===== src/hdl/mwdt_pkg.sv =====
package mwdt_pkg;

    localparam int unsigned CORES_DEF   = 4;

    localparam int unsigned ACT_W       = 3;
    localparam int unsigned CORE_ID_W   = 2;
    localparam int unsigned STATUS_W    = 2;
    localparam int unsigned CNT_W       = 20;
    localparam int unsigned MARK_W      = 4;
    localparam int unsigned TIMEOUT_W   = 6;

    localparam int unsigned CFG_IDX_W   = 2;
    localparam int unsigned CFG_DATA_W  = 6;

    localparam int unsigned IN_TDATA_W  = 8;
    localparam int unsigned OUT_TDATA_W = 32;

    // 65536 ticks per second -> shift by 16
    localparam int unsigned TICK_SHIFT  = 16;
    localparam logic [TIMEOUT_W-1:0] MAX_TIMEOUT_S = TIMEOUT_W'(15);
    localparam logic [CNT_W-1:0]     FORCE_TICKS   = CNT_W'(10);

    // action codes
    localparam logic [ACT_W-1:0] ACT_TICK    = 3'd0;
    localparam logic [ACT_W-1:0] ACT_KICK    = 3'd1;
    localparam logic [ACT_W-1:0] ACT_DISABLE = 3'd2;
    localparam logic [ACT_W-1:0] ACT_ARM     = 3'd3;
    localparam logic [ACT_W-1:0] ACT_FORCE   = 3'd4;

    // status codes
    localparam logic [STATUS_W-1:0] ST_OK       = 2'd0;
    localparam logic [STATUS_W-1:0] ST_INVALID  = 2'd1;
    localparam logic [STATUS_W-1:0] ST_NOT_INIT = 2'd2;

    // config register indexes
    localparam logic [CFG_IDX_W-1:0] CFG_TIMEOUT   = 2'd0;
    localparam logic [CFG_IDX_W-1:0] CFG_MULTICORE = 2'd1;
    localparam logic [CFG_IDX_W-1:0] CFG_EXP_MASK  = 2'd2;

    typedef struct packed {
        logic                 counting;
        logic [MARK_W-1:0]    cores_reported;
        logic                 caused_by_watchdog;
        logic                 reset_pulse;
        logic [CNT_W-1:0]     count_now;
        logic [STATUS_W-1:0]  status;
    } t_result;

endpackage


===== src/hdl/mwdt_core.sv =====
module mwdt_core #(
    parameter int unsigned CORES = mwdt_pkg::CORES_DEF
) (
    input  logic                            i_clk,
    input  logic                            i_rst_n,
    input  logic                            i_cfg_we,
    input  logic [mwdt_pkg::CFG_IDX_W-1:0]  i_cfg_idx,
    input  logic [mwdt_pkg::CFG_DATA_W-1:0] i_cfg_data,
    input  logic                            i_take,
    input  logic [mwdt_pkg::ACT_W-1:0]      i_action,
    input  logic [mwdt_pkg::CORE_ID_W-1:0]  i_core_id,
    output mwdt_pkg::t_result               o_res
);
    import mwdt_pkg::*;

    localparam logic [MARK_W-1:0] CMASK =
        (CORES >= MARK_W) ? {MARK_W{1'b1}} : MARK_W'((1 << CORES) - 1);

    logic [TIMEOUT_W-1:0] r_timeout;
    logic                 r_multicore;
    logic [MARK_W-1:0]    r_exp_mask;

    logic [CNT_W-1:0]  r_count,  n_count;
    logic [CNT_W-1:0]  r_reload, n_reload;
    logic              r_armed,  n_armed;
    logic              r_init,   n_init;
    logic [MARK_W-1:0] r_marks,  n_marks;
    logic              r_sticky, n_sticky;

    logic [STATUS_W-1:0]  status;
    logic                 pulse;
    logic [CNT_W-1:0]     cnt_dec;
    logic [MARK_W-1:0]    marks_or;
    logic [TIMEOUT_W-1:0] t_clamp;

    always_comb begin
        cnt_dec  = (r_count != '0) ? r_count - CNT_W'(1) : r_count;
        marks_or = r_marks | ((MARK_W'(1) << i_core_id) & CMASK);
        t_clamp  = (r_timeout > MAX_TIMEOUT_S) ? MAX_TIMEOUT_S : r_timeout;

        n_count  = r_count;
        n_reload = r_reload;
        n_armed  = r_armed;
        n_init   = r_init;
        n_marks  = r_marks;
        n_sticky = r_sticky;
        status   = ST_OK;
        pulse    = 1'b0;

        case (i_action)
            ACT_TICK: begin
                if (r_armed) begin
                    n_count = cnt_dec;
                    if (cnt_dec == '0) begin
                        pulse    = 1'b1;
                        n_sticky = 1'b1;
                        n_armed  = 1'b0;
                    end
                end
            end
            ACT_KICK: begin
                if (!r_init) begin
                    status = ST_NOT_INIT;
                end else if (!r_multicore) begin
                    n_count = r_reload;
                end else begin
                    n_marks = marks_or;
                    // round done once every expected core has a mark
                    if (((r_exp_mask & CMASK) & ~marks_or) == '0) begin
                        n_marks = '0;
                        n_count = r_reload;
                    end
                end
            end
            ACT_DISABLE: begin
                n_armed = 1'b0;
            end
            ACT_ARM: begin
                if (r_timeout == '0) begin
                    status = ST_INVALID;
                end else begin
                    // clamped value <= 15, so seconds << 16 fits in 20 bits
                    n_reload = {t_clamp[CNT_W-TICK_SHIFT-1:0], {TICK_SHIFT{1'b0}}};
                    n_count  = {t_clamp[CNT_W-TICK_SHIFT-1:0], {TICK_SHIFT{1'b0}}};
                    n_armed  = 1'b1;
                    n_init   = 1'b1;
                end
            end
            ACT_FORCE: begin
                n_count = FORCE_TICKS;
                n_armed = 1'b1;
            end
            default: begin
            end
        endcase

        o_res.status             = status;
        o_res.count_now          = n_count;
        o_res.reset_pulse        = pulse;
        o_res.caused_by_watchdog = n_sticky;
        o_res.cores_reported     = n_marks;
        o_res.counting           = n_armed;
    end

    always_ff @(posedge i_clk) begin
        if (!i_rst_n) begin
            r_timeout   <= '0;
            r_multicore <= 1'b0;
            r_exp_mask  <= '0;
            r_count     <= '0;
            r_reload    <= '0;
            r_armed     <= 1'b0;
            r_init      <= 1'b0;
            r_marks     <= '0;
            r_sticky    <= 1'b0;
        end else begin
            if (i_cfg_we) begin
                case (i_cfg_idx)
                    CFG_TIMEOUT:   r_timeout   <= i_cfg_data;
                    CFG_MULTICORE: r_multicore <= i_cfg_data[0];
                    CFG_EXP_MASK:  r_exp_mask  <= i_cfg_data[MARK_W-1:0];
                    default: begin
                    end
                endcase
            end
            if (i_take) begin
                r_count  <= n_count;
                r_reload <= n_reload;
                r_armed  <= n_armed;
                r_init   <= n_init;
                r_marks  <= n_marks;
                r_sticky <= n_sticky;
            end
        end
    end

    // expiry always disarms and latches the cause flag
    a_expire_disarms: assert property (@(posedge i_clk) disable iff (!i_rst_n)
        (i_take && i_action == ACT_TICK && r_armed && r_count <= CNT_W'(1))
        |=> (!r_armed && r_sticky))
        else $error("expiry did not disarm");

    a_sticky_holds: assert property (@(posedge i_clk) disable iff (!i_rst_n)
        r_sticky |=> r_sticky)
        else $error("cause flag cleared without reset");

    a_no_init_no_reload: assert property (@(posedge i_clk) disable iff (!i_rst_n)
        !r_init |-> (r_reload == '0 && r_marks == '0))
        else $error("reload or marks set before first arm");

    a_marks_in_range: assert property (@(posedge i_clk) disable iff (!i_rst_n)
        (r_marks & ~CMASK) == '0)
        else $error("mark set for a core that does not exist");

endmodule


===== src/hdl/mwdt_obuf.sv =====
module mwdt_obuf (
    input  logic              i_clk,
    input  logic              i_rst_n,
    input  logic              i_load,
    input  mwdt_pkg::t_result i_res,
    input  logic              i_ready,
    output logic              o_valid,
    output logic              o_free,
    output mwdt_pkg::t_result o_res
);
    import mwdt_pkg::*;

    logic    r_valid;
    t_result r_res;

    // free when empty or being drained this cycle
    assign o_free  = !r_valid || i_ready;
    assign o_valid = r_valid;
    assign o_res   = r_res;

    always_ff @(posedge i_clk) begin
        if (!i_rst_n) begin
            r_valid <= 1'b0;
        end else if (i_load) begin
            r_valid <= 1'b1;
        end else if (i_ready) begin
            r_valid <= 1'b0;
        end
    end

    always_ff @(posedge i_clk) begin
        if (i_load) begin
            r_res <= i_res;
        end
    end

    a_no_overwrite: assert property (@(posedge i_clk) disable iff (!i_rst_n)
        (r_valid && !i_ready) |-> !i_load)
        else $error("result overwritten while stalled");

    a_load_shows: assert property (@(posedge i_clk) disable iff (!i_rst_n)
        i_load |=> r_valid)
        else $error("loaded result not presented");

    a_stall_holds: assert property (@(posedge i_clk) disable iff (!i_rst_n)
        (r_valid && !i_ready) |=> (r_valid && $stable(r_res)))
        else $error("stalled result changed");

endmodule


===== src/hdl/multicore_watchdog_timer.sv =====
// Channel   Dir  Handshake                  Payload (low bit first)
// s_axis    in   s_axis_tvalid/tready       action[2:0], core_id[4:3]
// m_axis    out  m_axis_tvalid/tready       status, count_now, reset_pulse,
//                                           caused_by_watchdog, cores_reported,
//                                           counting
// cfg       in   i_cfg_we (no ready)        i_cfg_idx, i_cfg_data
//
// One transaction per cycle while the result register is free; its result appears in the cycle after acceptance.
// The single result register after the state update logic holds each result.
// Reset is synchronous, active low; it clears all state and config registers.
// A stalled result holds; input is still taken whenever the result register
// empties in the same cycle.
module multicore_watchdog_timer #(
    parameter int unsigned CORES = mwdt_pkg::CORES_DEF
) (
    input  logic                              i_clk,
    input  logic                              i_rst_n,
    input  logic                              i_cfg_we,
    input  logic [mwdt_pkg::CFG_IDX_W-1:0]    i_cfg_idx,
    input  logic [mwdt_pkg::CFG_DATA_W-1:0]   i_cfg_data,
    input  logic                              s_axis_tvalid,
    output logic                              s_axis_tready,
    // action[2:0], core_id[4:3], zero pad [7:5]
    input  logic [mwdt_pkg::IN_TDATA_W-1:0]   s_axis_tdata,
    output logic                              m_axis_tvalid,
    input  logic                              m_axis_tready,
    // status[1:0], count_now[21:2], reset_pulse[22], caused_by_watchdog[23],
    // cores_reported[27:24], counting[28], zero pad [31:29]
    output logic [mwdt_pkg::OUT_TDATA_W-1:0]  m_axis_tdata
);
    import mwdt_pkg::*;

    logic    free;
    logic    take;
    t_result core_res;
    t_result out_res;

    assign s_axis_tready = free;
    assign take          = s_axis_tvalid && free;

    // all state changes happen in the accept cycle
    mwdt_core #(
        .CORES (CORES)
    ) u_core (
        .i_clk      (i_clk),
        .i_rst_n    (i_rst_n),
        .i_cfg_we   (i_cfg_we),
        .i_cfg_idx  (i_cfg_idx),
        .i_cfg_data (i_cfg_data),
        .i_take     (take),
        .i_action   (s_axis_tdata[ACT_W-1:0]),
        .i_core_id  (s_axis_tdata[ACT_W+CORE_ID_W-1:ACT_W]),
        .o_res      (core_res)
    );

    mwdt_obuf u_obuf (
        .i_clk   (i_clk),
        .i_rst_n (i_rst_n),
        .i_load  (take),
        .i_res   (core_res),
        .i_ready (m_axis_tready),
        .o_valid (m_axis_tvalid),
        .o_free  (free),
        .o_res   (out_res)
    );

    assign m_axis_tdata = {{(OUT_TDATA_W - $bits(t_result)){1'b0}}, out_res};

endmodule


===== config.mk =====
export PLATFORM = sky130hd
export DESIGN_NAME = multicore_watchdog_timer
export DESIGN_NICKNAME = d
export VERILOG_FILES = /design/src/hdl/mwdt_pkg.sv /design/src/hdl/mwdt_core.sv /design/src/hdl/mwdt_obuf.sv /design/src/hdl/multicore_watchdog_timer.sv
export SDC_FILE = /design/constraint.sdc
export NUM_CORES = 1
export LEC_CHECK = 0
export ABC_AREA = 1
export BUFFER_PORTS_ARGS = -buffer_cell sky130_fd_sc_hd__buf_2
export CAP_MARGIN = 30
export CELL_PAD_IN_SITES_DETAIL_PLACEMENT = 1
export CELL_PAD_IN_SITES_GLOBAL_PLACEMENT = 2
export CORE_ASPECT_RATIO = 0.8
export CORE_UTILIZATION = 34
export CTS_BUF_LIST = sky130_fd_sc_hd__clkbuf_2
export DETAILED_ROUTE_END_ITERATION = 6
export PLACE_DENSITY = 0.92
export REMOVE_ABC_BUFFERS = 1
export SETUP_SLACK_MARGIN = 0.05
export SYNTH_ARGS = -nofsm -noshare
export SYNTH_HDL_FRONTEND = slang
export SYNTH_HIERARCHICAL = 1
export SYNTH_SLANG_ARGS = --single-unit

===== constraint.sdc =====
create_clock -name i_clk -period 3.2 [get_ports i_clk]
set_input_delay 0.32 -clock i_clk [delete_from_list [all_inputs] [get_ports i_clk]]
set_output_delay 0.32 -clock i_clk [all_outputs]
set_load 0.02 [all_outputs]

==> results of run 1 <==
==> worst reg2reg max path: stages (launching register included) <==
cell,delay [ns]
dfxtp_1,0.38
inv_1,0.17
ha_1,0.27
nand2_2,0.15
nor2_8,0.23
nand3_4,0.28
nand2_1,0.19
nand2_1,0.09
nor3b_1,0.20
nand3_1,0.09
nor4_1,0.32
==> registers in the layout, indices dropped and copies added (netlist names), 4 cells and up <==
register,cells
u_core/r_count,20
u_obuf/o_res,29
u_core/r_reload,4
u_core/r_marks,4
u_core/r_timeout,6
u_core/r_exp_mask,4
==> routing by layer <==
metal | vias up | routed length, um | GRT usage [%]
li1 | 1946 | - | -
met1 | 1850 | 5560 | 26.9
met2 | 70 | 5350 | 32.7
met3 | 12 | 638 | 4.01
met4 | 0 | 141 | 5.86
met5 | - | 0 | 0
==> final timing paths <==
| check | start | cells past startpoint | end |
|---|---|---|---|
| worst min register to register | u_core/r_exp_mask[3]$_SDFFE_PN0P_ | 2 | u_core/r_exp_mask[3]$_SDFFE_PN0P_ |
| worst max-delay path | u_core/r_count[0]$_SDFFE_PN0P_ | 10 | u_obuf/o_res[22]$_DFFE_PP_ |
| worst max register to register | u_core/r_count[0]$_SDFFE_PN0P_ | 10 | u_obuf/o_res[22]$_DFFE_PP_ |
| worst min-delay path | m_axis_tready | 4 | u_obuf/o_valid$_SDFFE_PN0P_ |
==> stage by stage <==
stage	utilization (%)	worst slack, ns	cells	setup TNS [ns]	total power, W
3_5_place_dp	38.1	0.644	748	0	0.00166
5_1_grt	39.1	0.447	767	0	0.00221
4_1_cts	39.1	0.621	767	0	0.00210
6_report	39.1	0.611	767	0	0.00207
2_1_floorplan	-	-0.119	548	-0.376	0.00148
3_3_place_gp	38.1	0.727	748	0	0.00164
==> final cells by class <==
type                    count  area (um^2)  share of cell area [%]
repair buffers             55          300                    6.64
clock buffers               9         45.0                   0.996
well taps                 148          185                    4.09
multi-input cells         376         1850                    40.8
clock inverters             7         38.8                   0.858
flip-flops and latches     72         1730                    38.3
inverters                 100          375                    8.30
==> placed cells by master (no fill, tap or decap), types with 5 or more instances in the layout <==
cell | synthesis | layout
a21oi_1 | 57 | 57
buf_2 | 2 | 48
clkbuf_2 | 0 | 9
dfxtp_1 | 43 | 43
edfxtp_1 | 29 | 29
inv_1 | 95 | 94
nand2_1 | 107 | 107
nand2_2 | 6 | 6
nand3_1 | 28 | 28
nand4_1 | 12 | 12
nor2_1 | 55 | 55
nor3_1 | 5 | 5
o211ai_1 | 12 | 12
o21ai_0 | 58 | 58
xor2_1 | 5 | 5
==> power by group <==
group	total, W	leakage (nW)	switching [W]	internal (W)
combinational	0.000572	1.48	0.000403	0.000169
sequential	0.00107	0.646	0.0000471	0.00103
clock	0.000421	0.0565	0.000327	0.0000941
total	0.00207	2.18	0.000777	0.00129
==> cells by family after synthesis <==
family,Yosys count,share of synthesized area (%)
simple gates,223,24.4
compound gates,144,19.4
buf+inv,122,12.1
flops,72,42.6
xor+xnor,5,1.08
fa+ha+maj,1,0.308
other cells,1,0.0923
==> results.sh, run 1 <==
export IMPL_grt_total_usage_pct=20.1
export IMPL_synthArstFlopShare_pct=0
export IMPL_cts_setup_buffers=0
export IMPL_cts_tree="built"
export IMPL_ys_flop_type="dfxtp_1"
export IMPL_dp_hpwl_mm=8.63
export IMPL_routed_wl_mm=11.7
export IMPL_clkTransAtPathRegs_ns=0.19
export IMPL_dieWidth_um=124
export IMPL_portBuffers=48
export IMPL_leakagePower_nw=2.18
export IMPL_syn_area_per_cell_um2=7.15
export IMPL_synth_edff_count=29
export IMPL_grt_pass1_vias=3965
export IMPL_syn_to_final_growth_pct=11.4
export IMPL_path_buf_inv=1
export IMPL_ant_nets=0
export IMPL_grt_max_degree=47
export IMPL_dieHeight_um=99.8
export IMPL_htree_levels=3
export IMPL_wl_per_cell_um=15.2
export IMPL_dpl_cell_area_um2=4410
export IMPL_hold_slack_ns=0.0578
export IMPL_cts_path_max_buffers=2
export IMPL_ios=55
export IMPL_via_count=3878
export IMPL_worst_pin_slew_ns=0.784
export IMPL_slew_violations=0
export IMPL_cts_buffers=9
export IMPL_num_nets_final=636
export IMPL_coreArea_um2=11600
export IMPL_crit_path_max_fanout=22
export IMPL_yosys_area_top_type="edfxtp_1"
export IMPL_path_cells="inv_1, ha_1, nand2_2, nor2_8, nand3_4, nand2_1, nand2_1, nor3b_1, nand3_1, nor4_1"
export IMPL_relSlewSlack_pct=47.3
export IMPL_cellPowerDensity_nw_per_um2=457
export IMPL_hp_class="in -> reg"
export IMPL_diodes=0
export IMPL_synthCells=568
export IMPL_cp_slowest_stage_delay_ns=0.38
export IMPL_rrSetupSlack_ns=0.61
export IMPL_gr_total_overflow=0
export IMPL_gp_congestion=0.868
export IMPL_yosys_top_cells_area="edfxtp_1 (21%), dfxtp_1 (21%), nand2_1 (9.9%), inv_1 (8.8%), o21ai_0 (7.1%)"
export IMPL_critPathRequiredTime_ns=3.49
export IMPL_start_util_pct=35.1
export IMPL_antenna_found_initial=0
export IMPL_fmax_ghz=0.386
export IMPL_post_route_drc_count=0
export IMPL_crit_path_start_kind="register"
export IMPL_setup_viol_count_final=0
export IMPL_nFillCells=1521
export IMPL_cts_resized=0
export IMPL_period_share_pct=80.9
export IMPL_maxCapViolCount=0
export IMPL_dieArea_um2=12400
export IMPL_cp_slowest_cell="dfxtp_1"
export IMPL_rows=35
export IMPL_cp_end_kind="register"
export IMPL_grt_pass1_wl_mm=19.1
export IMPL_vias_per_cell=5.06
export IMPL_fin_area_um2=4520
export IMPL_layout_min_cycle_time_ns=2.59
export IMPL_cts_sinks=72
export IMPL_ys_seq_area_share_pct=42.6
export IMPL_rsz0062_at_grt="no"
export IMPL_crit_type="reg -> reg"
export IMPL_cpMostUsedCell="nand2_1"
export IMPL_vdd_drop_max_mv=0.156
export IMPL_cp_top_family="simple AND/OR/NAND/NOR gates"
export IMPL_drive_gt1_share_pct=13.6
export IMPL_netlist_area_um2=4060
export IMPL_yosys_register_bits=72
export IMPL_fin_skew_ns=0.0235
export IMPL_drt_initial_drc_count=162
export IMPL_cts_root_buffer="clkbuf_2"
export IMPL_outcome="completed"
export IMPL_worstPathArrival_ns=2.88
export IMPL_insertion_delay_ns=0.53
export IMPL_yosys_warnings=6
export IMPL_synth_commonest_cells="nand2_1 (107), inv_1 (95), o21ai_0 (58)"
export IMPL_yosysUniqueCellTypes=37
export IMPL_holdBufCountCts=3
export IMPL_hold_violations=0
export IMPL_netlist_area_leader_share_pct=21.4
export IMPL_first_pass_iters=4
export IMPL_yosysMostFrequentCell="nand2_1"
No activity file was read; power rests on OpenSTA's default activity.
==> run 2, diff against run 1 <==
==> constraint.sdc (replaced) <==
create_clock -name i_clk -period 2.6 [get_ports i_clk]
set_input_delay 0.26 -clock i_clk [delete_from_list [all_inputs] [get_ports i_clk]]
set_output_delay 0.26 -clock i_clk [all_outputs]
set_load 0.02 [all_outputs]
==> run 2 against run 1 <==
Net effect: critical path depth increased by 1; non-clock buffer count increased by 12; first-iteration DRC count decreased by 0.62%; via count increased by 1.7%; setup slack got worse by 0.37 ns; critical endpoint is now u_obuf/o_res[28]$_DFFE_PP_.
==> results.sh, run 2 (synthesized netlist as in run 1, its figures left out) <==
export IMPL_most_common_layout_cells="nand2_1 (106), inv_1 (94), o21ai_0 (58)"
export IMPL_period_share_pct=90.8
export IMPL_grt_total_usage_pct=20.7
export IMPL_dieHeight_um=99.8
export IMPL_dp_hpwl_mm=8.60
export IMPL_fin_total_pwr_w=0.00290
export IMPL_hp_class="in -> reg"
export IMPL_cts_root_buffer="clkbuf_2"
export IMPL_drive_gt1_share_pct=15.0
export IMPL_wl_per_cell_um=15.4
export IMPL_gr_total_overflow=0
export IMPL_crit_path_start_kind="register"
export IMPL_hold_slack_ns=0.0861
export IMPL_dp_cells=754
export IMPL_cts_path_max_buffers=2
export IMPL_via_count=3945
export IMPL_cts_buffers=9
export IMPL_vias_per_cell=5.06
export IMPL_critPathRequiredTime_ns=2.93
export IMPL_startpoint="u_core/r_count[1]$_SDFFE_PN0P_"
export IMPL_layout_min_cycle_time_ns=2.36
export IMPL_cts_tree="built"
export IMPL_cellPowerDensity_nw_per_um2=615
export IMPL_setup_ws_ns=0.239
export IMPL_crit_path_max_fanout=11
export IMPL_grt_pass1_vias=3979
export IMPL_r2r_start="u_core/r_count[1]$_SDFFE_PN0P_"
export IMPL_rsz0062_at_grt="no"
export IMPL_setup_viol_count_final=0
export IMPL_first_pass_iters=4
export IMPL_cts_sinks=72
export IMPL_grt_pass1_wl_mm=19.5
export IMPL_post_route_drc_count=0
export IMPL_grt_max_degree=47
export IMPL_ios=55
export IMPL_relSlewSlack_pct=44.8
export IMPL_hold_violations=0
export IMPL_pre_cts_slack_ns=0.184
export IMPL_syn_to_final_growth_pct=16.3
export IMPL_htree_levels=3
export IMPL_ant_nets=0
export IMPL_dieArea_um2=12400
export IMPL_maxCapViolCount=0
export IMPL_insertion_delay_ns=0.56
export IMPL_hold_start="i_cfg_idx[0]"
export IMPL_portBuffers=48
export IMPL_drt_initial_drc_count=161
export IMPL_largest_register_ffs=29
export IMPL_start_util_pct=35.1
export IMPL_worst_pin_slew_ns=0.822
export IMPL_clkTransAtPathRegs_ns=0.22
export IMPL_leakagePower_nw=2.28
export IMPL_worstPathArrival_ns=2.69
export IMPL_vdd_drop_max_mv=0.210
export IMPL_diodes=0
export IMPL_gp_congestion=0.871
export IMPL_rows=35
export IMPL_dieWidth_um=124
export IMPL_fin_skew_ns=0.0191
export IMPL_slew_violations=0
export IMPL_antenna_found_initial=0
export IMPL_fmax_ghz=0.424
export IMPL_coreArea_um2=11600
export IMPL_cp_end_kind="register"
export IMPL_tns_ns=0
export IMPL_final_cells=780
export IMPL_routed_wl_mm=12.0
export IMPL_crit_type="reg -> reg"
export IMPL_cts_setup_buffers=0
export IMPL_outcome="completed"
export IMPL_num_nets_final=649
export IMPL_final_common_cell="nand2_1"
run 2: cell count changes in the layout (fill, tap and decap cells not counted), sizes merged:
cell / delta
buf: +6
dlygate4sd3: +6
bufinv: +3
clkinv: -3
nand3: +1
run 2: per-layer routing:
layer | up-vias | wire length (um) | share of wire (%) | GRT usage, %
met5 | - | 0 | 0 | 0
met4 | 0 | 127 | 1.1 | 6.50
li1 | 1982 | - | - | -
met1 | 1875 | 6000 | 50 | 27.9
met2 | 81 | 5430 | 45 | 33.2
met3 | 7 | 464 | 3.9 | 4.07
run 2: critical path: stages (launching register included):
cell     delay (ns)
dfxtp_1        0.38
inv_1          0.10
ha_1           0.23
nand2_2        0.15
nor2_8         0.24
nand3_4        0.22
nand2_2        0.18
nand3_1        0.12
nor3_2         0.18
nand3_1        0.13
nand2_1        0.11
nand3_1        0.08
run 2: path summary, 6_finish.rpt:
kind	endpoint	slack (ns)	cells past startpoint
max	u_obuf/o_res[28]$_DFFE_PP_	0.24	11
min	u_core/r_timeout[4]$_SDFFE_PN0P_	0.09	4
max reg2reg	u_obuf/o_res[28]$_DFFE_PP_	0.24	11
min reg2reg	u_core/r_exp_mask[0]$_SDFFE_PN0P_	0.47	2
run 2: final cells by class:
class                   instances  area [um^2]
clock inverters                 7          120
inverters                     100          375
well taps                     148          185
flip-flops and latches         72         1730
fillers                      1487         6840
clock buffers                   9         45.0
repair buffers                 67          405
multi-input cells             377         1860
run 2: power breakdown:
part	total [W]	internal (W)	switching (W)
logic	0.000738	0.000223	0.000515
clock network	0.000849	0.000415	0.000434
registers	0.00132	0.00126	0.0000536
total	0.00290	0.00190	0.00100
run 2: repair_timing:
action,4_1_cts,5_1_grt
hold buffers,9,0
setup endpoints to repair,0,7
hold endpoints to repair,12,0
gates resized for setup,0,2
run 2: metrics by stage:
step | area [um^2] | utilization (%)
after floorplan | 3950 | -
after global placement | 4450 | 38.5
after detailed placement | 4450 | 38.5
after CTS | 4710 | 40.7
after global routing | 4720 | 40.9
final | 4720 | 40.9
